**config.mk**
```make
export PLATFORM = sky130hd
export DESIGN_NAME = rgbmf_median
export DESIGN_NICKNAME = d
export VERILOG_FILES = /design/src/rtl/core/rgbmf_pkg.sv /design/src/rtl/core/rgbmf_median.sv
export SDC_FILE = /design/constraint.sdc
export NUM_CORES = 1
export LEC_CHECK = 0
export BUFFER_PORTS_ARGS = -buffer_cell sky130_fd_sc_hd__buf_4
export CAP_MARGIN = 20
export CORE_AREA = 2 2 259 261
export DETAILED_ROUTE_END_ITERATION = 8
export DIE_AREA = 0 0 261 263
export PLACE_DENSITY = 0.52
export SLEW_MARGIN = 20
export SYNTH_ARGS = -nofsm -noshare
export SYNTH_HDL_FRONTEND = slang
export SYNTH_SLANG_ARGS = --single-unit
```
**constraint.sdc**
```tcl
create_clock -name vclk -period 54.5
set_clock_uncertainty 0.1 [all_clocks]
set_input_delay 5.45 -clock vclk [all_inputs]
set_output_delay 5.45 -clock vclk [all_outputs]
set_load 0.005 [all_outputs]
```
**src/rtl/core/rgbmf_pkg.sv**
```systemverilog
`default_nettype none

package rgbmf_pkg;

  // Frame size limits and register defaults
  localparam int DEFAULT_MAX_WIDTH  = 1024;
  localparam int DEFAULT_MAX_HEIGHT = 1024;
  localparam int REG_RESET_VALUE    = 1024;
  localparam int REG_MIN_VALUE      = 2;

  localparam int CFG_DATA_W  = 11;
  localparam int CFG_INDEX_W = 2;
  localparam int CHAN_W      = 8;
  localparam int COORD_W     = 10;
  localparam int WIN_N       = 9;
  localparam int MAX_RESULTS = 4;

  typedef enum logic [CFG_INDEX_W-1:0] {
    REG_IMAGE_WIDTH  = 2'd0,
    REG_IMAGE_HEIGHT = 2'd1
  } cfg_reg_e;

  typedef struct packed {
    logic [CHAN_W-1:0] red;
    logic [CHAN_W-1:0] green;
    logic [CHAN_W-1:0] blue;
  } pixel_t;

  localparam int PIXEL_W = $bits(pixel_t);

  typedef struct packed {
    logic [CHAN_W-1:0] red_in;
    logic [CHAN_W-1:0] green_in;
    logic [CHAN_W-1:0] blue_in;
  } in_beat_t;

  typedef struct packed {
    logic [CHAN_W-1:0]  red_median;
    logic [CHAN_W-1:0]  green_median;
    logic [CHAN_W-1:0]  blue_median;
    logic [COORD_W-1:0] out_column;
    logic [COORD_W-1:0] out_row;
    logic               last_of_run;
    logic               last_of_frame;
  } out_beat_t;

  // 19 compare-exchange median network for nine values
  localparam int SORT_N = 19;
  localparam int SORT_A [SORT_N] = '{1, 4, 7, 0, 3, 6, 1, 4, 7, 0, 5, 4, 3, 1, 2, 4, 4, 6, 4};
  localparam int SORT_B [SORT_N] = '{2, 5, 8, 1, 4, 7, 2, 5, 8, 3, 8, 7, 6, 4, 5, 7, 2, 4, 2};

  function automatic logic [CHAN_W-1:0] median9(input logic [WIN_N-1:0][CHAN_W-1:0] v);
    logic [WIN_N-1:0][CHAN_W-1:0] p;
    logic [CHAN_W-1:0]            t;
    p = v;
    for (int s = 0; s < SORT_N; s++) begin
      if (p[SORT_A[s]] > p[SORT_B[s]]) begin
        t            = p[SORT_A[s]];
        p[SORT_A[s]] = p[SORT_B[s]];
        p[SORT_B[s]] = t;
      end
    end
    return p[4];
  endfunction

endpackage

`default_nettype wire

```
**src/rtl/core/rgbmf_median.sv**
```systemverilog
`default_nettype none

module rgbmf_median (
  input  wire rgbmf_pkg::pixel_t [rgbmf_pkg::WIN_N-1:0] nbr_i,
  output rgbmf_pkg::pixel_t                             med_o
);

  logic [rgbmf_pkg::WIN_N-1:0][rgbmf_pkg::CHAN_W-1:0] red_v;
  logic [rgbmf_pkg::WIN_N-1:0][rgbmf_pkg::CHAN_W-1:0] green_v;
  logic [rgbmf_pkg::WIN_N-1:0][rgbmf_pkg::CHAN_W-1:0] blue_v;

  // split channels, then one network per channel
  always_comb begin
    for (int i = 0; i < rgbmf_pkg::WIN_N; i++) begin
      red_v[i]   = nbr_i[i].red;
      green_v[i] = nbr_i[i].green;
      blue_v[i]  = nbr_i[i].blue;
    end
    med_o.red   = rgbmf_pkg::median9(red_v);
    med_o.green = rgbmf_pkg::median9(green_v);
    med_o.blue  = rgbmf_pkg::median9(blue_v);
  end

endmodule

`default_nettype wire

```
==> impl_metrics.tcl, run 1 <==
set metrics [dict create \
    cp_common_cell "o21ai_0" \
    ios 240 \
    netlist_instances 2868 \
    busiest_layer "met2" \
    core_sq_mm 0.0656 \
    synthXorXnorAreaFrac_pct 0.268 \
    track_usage_pct 17.7 \
    register_area_sq_um 0 \
    synth-compound-area-share_pct 26.0 \
    grt_util_met1_pct 24.8 \
    dieArea_sq_mm 0.0686 \
    whs_path_depth 7 \
    drt_iter0_markers 1103 \
    criticalPathCategory "input port to primary output" \
    synth_common_cells "ha_1, inv_1, a21oi_1" \
    slew_violations 0 \
    finalSetupViolCount 0 \
    grt_pass1_wl_um 98700 \
    holdCritPathClass "input port to primary output" \
    max_cap_violations 0 \
    postCtsSetupBuffers 0 \
    worst_pin_slew_ps 1020 \
    period_needed_ps 29380 \
    grt_pass1_vias 18400 \
    crit_slowest_cell "a22o_1" \
    tns_ps 0 \
    holdPathEnd "med_o[16]" \
    worst-path-stages 90 \
    grt_setup_unrepaired "no" \
    ys_warn_count 0 \
    std_cell_rows 94 \
    gp_congestion 0.909 \
    path_buf_inv 9 \
    hold_start "nbr_i[160]" \
    yosys.area.top_type "ha_1" \
    via_per_inst 5.09 \
    yosysSeqAreaShare_pct 0 \
    cpLargestDelayFamily "compound AO/OA/AOI/OAI gates" \
    yosys.area_share.adder_pct 28.4 \
    startpoint_type "input port" \
    synth_top_area_share_pct 28.2 \
    crit_arrival_ps 23830 \
    initial_core_util_pct 29.8 \
    grt_use_met2_pct 29.5 \
    fin_nets 3692 \
    cts_hold_buf 0 \
    die_w_um 261 \
    yosys.area_share.simple_pct 18.9 \
    synth.area.top_cells "ha_1, mux2i_1, a21oi_1" \
    cp-end-kind "primary output" \
    drtAntennaViolNets 0 \
    netlist_area_sq_mm 0.0196 \
    area_growth_pct 13.9 \
    final_hold_viol_count 0 \
    gr-total-overflow 0 \
    outcome "finished, final reports clean" \
    cp_slowest_stage_delay_ps 800 \
    vias 19800 \
    maxClockFrequency_mhz 34.0 \
    path_max_fanout 27 \
    use_met3_pct 1.87 \
    fin_crit_sh_pct 53.9 \
    grt_antenna_before_repair 11 \
    dr.pass1.iters 8 \
    drc 0 \
    seq_cell_count 0 \
    syn_area_per_cell_sq_um 6.83 \
    post_cts_resize_count 0 \
    synth_most_common_cell "ha_1" \
    slew_headroom_pct 32.0 \
    synth_top_family_by_area "adder cells" \
    dp_hpwl_um 56200 \
    wl_per_cell_um 16.1 \
    synthMuxAreaShare_pct 17.6 \
    finalWirelength_um 62900 \
    grt_max_degree 35 \
    final_layout_size_suffix_gt1_share_pct 12.7 \
    ys_types 87 \
    die_h_um 263 \
    nClkBuffers 0 \
    synth_nets 3525 \
    io_buffers 240 \
    critPathRequiredTime_ps 48950 \
]
-- worst max path at each step --
stage,from,to,slack (ps)
after CTS,nbr_i[173],med_o[1],24690
after global placement,nbr_i[173],med_o[1],25010
after global routing,nbr_i[197],med_o[1],23480
final,nbr_i[173],med_o[1],25120
after detailed placement,nbr_i[173],med_o[1],24720
after floorplan,nbr_i[197],med_o[1],26510
-- layout make-up --
class / count / area, sq um
inverter: 349 / 1310
tap: 864 / 1080
fill: 7167 / 43300
antenna: 1 / 2.50
timing repair buffer: 265 / 1990
multi-input combinational: 2419 / 17900
-- routing by layer --
metal	wire length [um]	part of all wire (%)
met1	31100	49
met4	973	1.5
met2	28100	45
met3	2680	4.3
met5	132	0.21
-- cell families after synthesis --
group,Yosys count
AOI/OAI and AO/OA,846
and+or+nand+nor,787
buffers and inverters,449
adders and majority gates,446
muxes,334
xor gates and xnor gates,6
-- placed cells by master, fill, tap and decap left out, types with 29 or more instances in the layout --
| cell type | count |
|---|---|
| a21o_1 | 76 |
| nand2_1 | 234 |
| mux2_2 | 76 |
| inv_1 | 346 |
| o21ai_0 | 252 |
| mux2i_1 | 255 |
| and3_1 | 29 |
| buf_4 | 263 |
| ha_1 | 441 |
| nor2b_1 | 45 |
| nand2b_1 | 38 |
| o21a_1 | 64 |
| a21oi_1 | 307 |
| nand4_1 | 45 |
| nand3_1 | 81 |
| nor2_1 | 238 |
-- through the flow --
step	hold WS [ps]	instance area (sq um)	util [%]	setup slack (ps)	instances
2_1_floorplan	11270	19600	-	26510	2868
3_5_place_dp	11580	22300	33.9	24720	3895
4_1_cts	11590	22300	33.9	24690	3895
5_1_grt	11640	22300	34.0	23480	3898
3_3_place_gp	11600	22300	33.9	25010	3895
6_report	11570	22300	34.0	25120	3898
Power of run 1 is not shown: default switching activity piles up to over one toggle a cycle in this logic, so the estimate is an artifact.
==> run 2: changes to the inputs <==
==> constraint.sdc (replaced) <==
create_clock -name vclk -period 29.6
set_clock_uncertainty 0.1 [all_clocks]
set_input_delay 2.96 -clock vclk [all_inputs]
set_output_delay 2.96 -clock vclk [all_outputs]
set_load 0.005 [all_outputs]
==> run 2 against run 1 <==
  * Wire length down 0.72%
  * Critical endpoint unchanged
  * Sequential share of layout area stayed put
  * Critical path type unchanged
  * Count of clock-buffer cells in the layout stayed put
  * Final cell count about the same
  * Die area did not move
  * Core utilization is the same
  * Via count decreased by 0.95%
  * Worst setup slack worse by 20000 ps
==> impl_metrics.tcl, run 2 (synthesized netlist as in run 1, its figures left out) <==
set metrics [dict create \
    dr.pass1.iters 5 \
    gp_congestion 0.911 \
    post_cts_resize_count 0 \
    worst_pin_slew_ps 1080 \
    grt_pass1_wl_um 97700 \
    preCtsSetupSlack_ps 4650 \
    io_buffers 240 \
    core_sq_mm 0.0656 \
    crit_arrival_ps 21750 \
    whs_path_depth 7 \
    final_common_cell "ha_1" \
    maxClockFrequency_mhz 40.3 \
    tns_ps 0 \
    layout_common_cells "ha_1, inv_1, a21oi_1" \
    holdPathEnd "med_o[16]" \
    grt_antenna_before_repair 14 \
    drc 0 \
    cp_common_cell "o21ai_0" \
    hold_start "nbr_i[160]" \
    period_needed_ps 24810 \
    startpoint_type "input port" \
    final_cell_area_sq_mm 0.0223 \
    path_max_fanout 27 \
    initial_core_util_pct 29.8 \
    criticalPathCategory "input port to primary output" \
    grt_max_degree 35 \
    dp_hpwl_um 56000 \
    fin_crit_sh_pct 83.8 \
    crit_slowest_cell "a311oi_4" \
    dieArea_sq_mm 0.0686 \
    nClkBuffers 0 \
    worst_slack_ps 4790 \
    fin_nets 3692 \
    register_area_sq_um 0 \
    final_hold_viol_count 0 \
    fillers 7224 \
    ios 240 \
    via_per_inst 5.04 \
    area_growth_pct 13.9 \
    die_h_um 263 \
    wl_per_cell_um 16.0 \
    outcome "finished, final reports clean" \
    holdCritPathClass "input port to primary output" \
    dpl_cell_area_sq_mm 0.0223 \
    vias 19700 \
    postCtsSetupBuffers 0 \
    drt_iter0_markers 1133 \
    track_usage_pct 17.5 \
    std_cell_rows 94 \
    grt_setup_unrepaired "no" \
    seq_cell_count 0 \
    finalWirelength_um 62500 \
    cp_slowest_stage_delay_ps 870 \
    final_util_pct 34.0 \
    cp-end-kind "primary output" \
    die_w_um 261 \
    gr-total-overflow 0 \
    critPathRequiredTime_ps 26540 \
    drtAntennaViolNets 0 \
    max_cap_violations 0 \
    cts_hold_buf 0 \
    finalSetupViolCount 0 \
    slew_violations 0 \
    grt_pass1_vias 18300 \
    final_layout_size_suffix_gt1_share_pct 12.7 \
    slew_headroom_pct 27.8 \
]
## run 2: cell type report
class | instances | area [sq um] | share of cell area (%)
Antenna cell | 4 | 10.0 | 0.0449
Timing Repair Buffer | 265 | 1990 | 8.92
Tap cell | 864 | 1080 | 4.85
Inverter | 349 | 1310 | 5.88
Multi-Input combinational cell | 2419 | 17900 | 80.3
## run 2: layer usage
metal	global-route usage [%]	up-vias	part of all wire [%]
li1	-	10600	-
met4	2.58	18	1.7
met5	0	-	0.18
met3	2.22	60	4.8
met1	24.5	8609	49
met2	29.0	343	44
## run 2: per-stage QoR
step,hold slack [ps],instances
2_1_floorplan,6290,2868
3_3_place_gp,6620,3895
3_5_place_dp,6600,3895
4_1_cts,6610,3895
5_1_grt,6680,3900
6_report,6610,3901
## run 2: worst max-delay path, delay by kind of cell
kind                     cells  cell delay, ps
AND/OR/NAND/NOR             20            3060
adder cells (fa/ha/maj)      9            2580
AO/OA/AOI/OAI               46           10110
multiplexers                 5            1810
buffers and inverters        8            1150
## run 2: worst max path at each step
stage          endpoint  slack (ps)        from  cells after the start
6_report       med_o[1]        4790  nbr_i[173]                     88
3_5_place_dp   med_o[1]        4650  nbr_i[173]                     88
4_1_cts        med_o[1]        4590  nbr_i[173]                     88
5_1_grt        med_o[1]        2950  nbr_i[173]                     89
3_3_place_gp   med_o[1]        5060  nbr_i[173]                     89
2_1_floorplan  med_o[1]        6590  nbr_i[197]                     95
Power of run 2 is left out for the same reason.
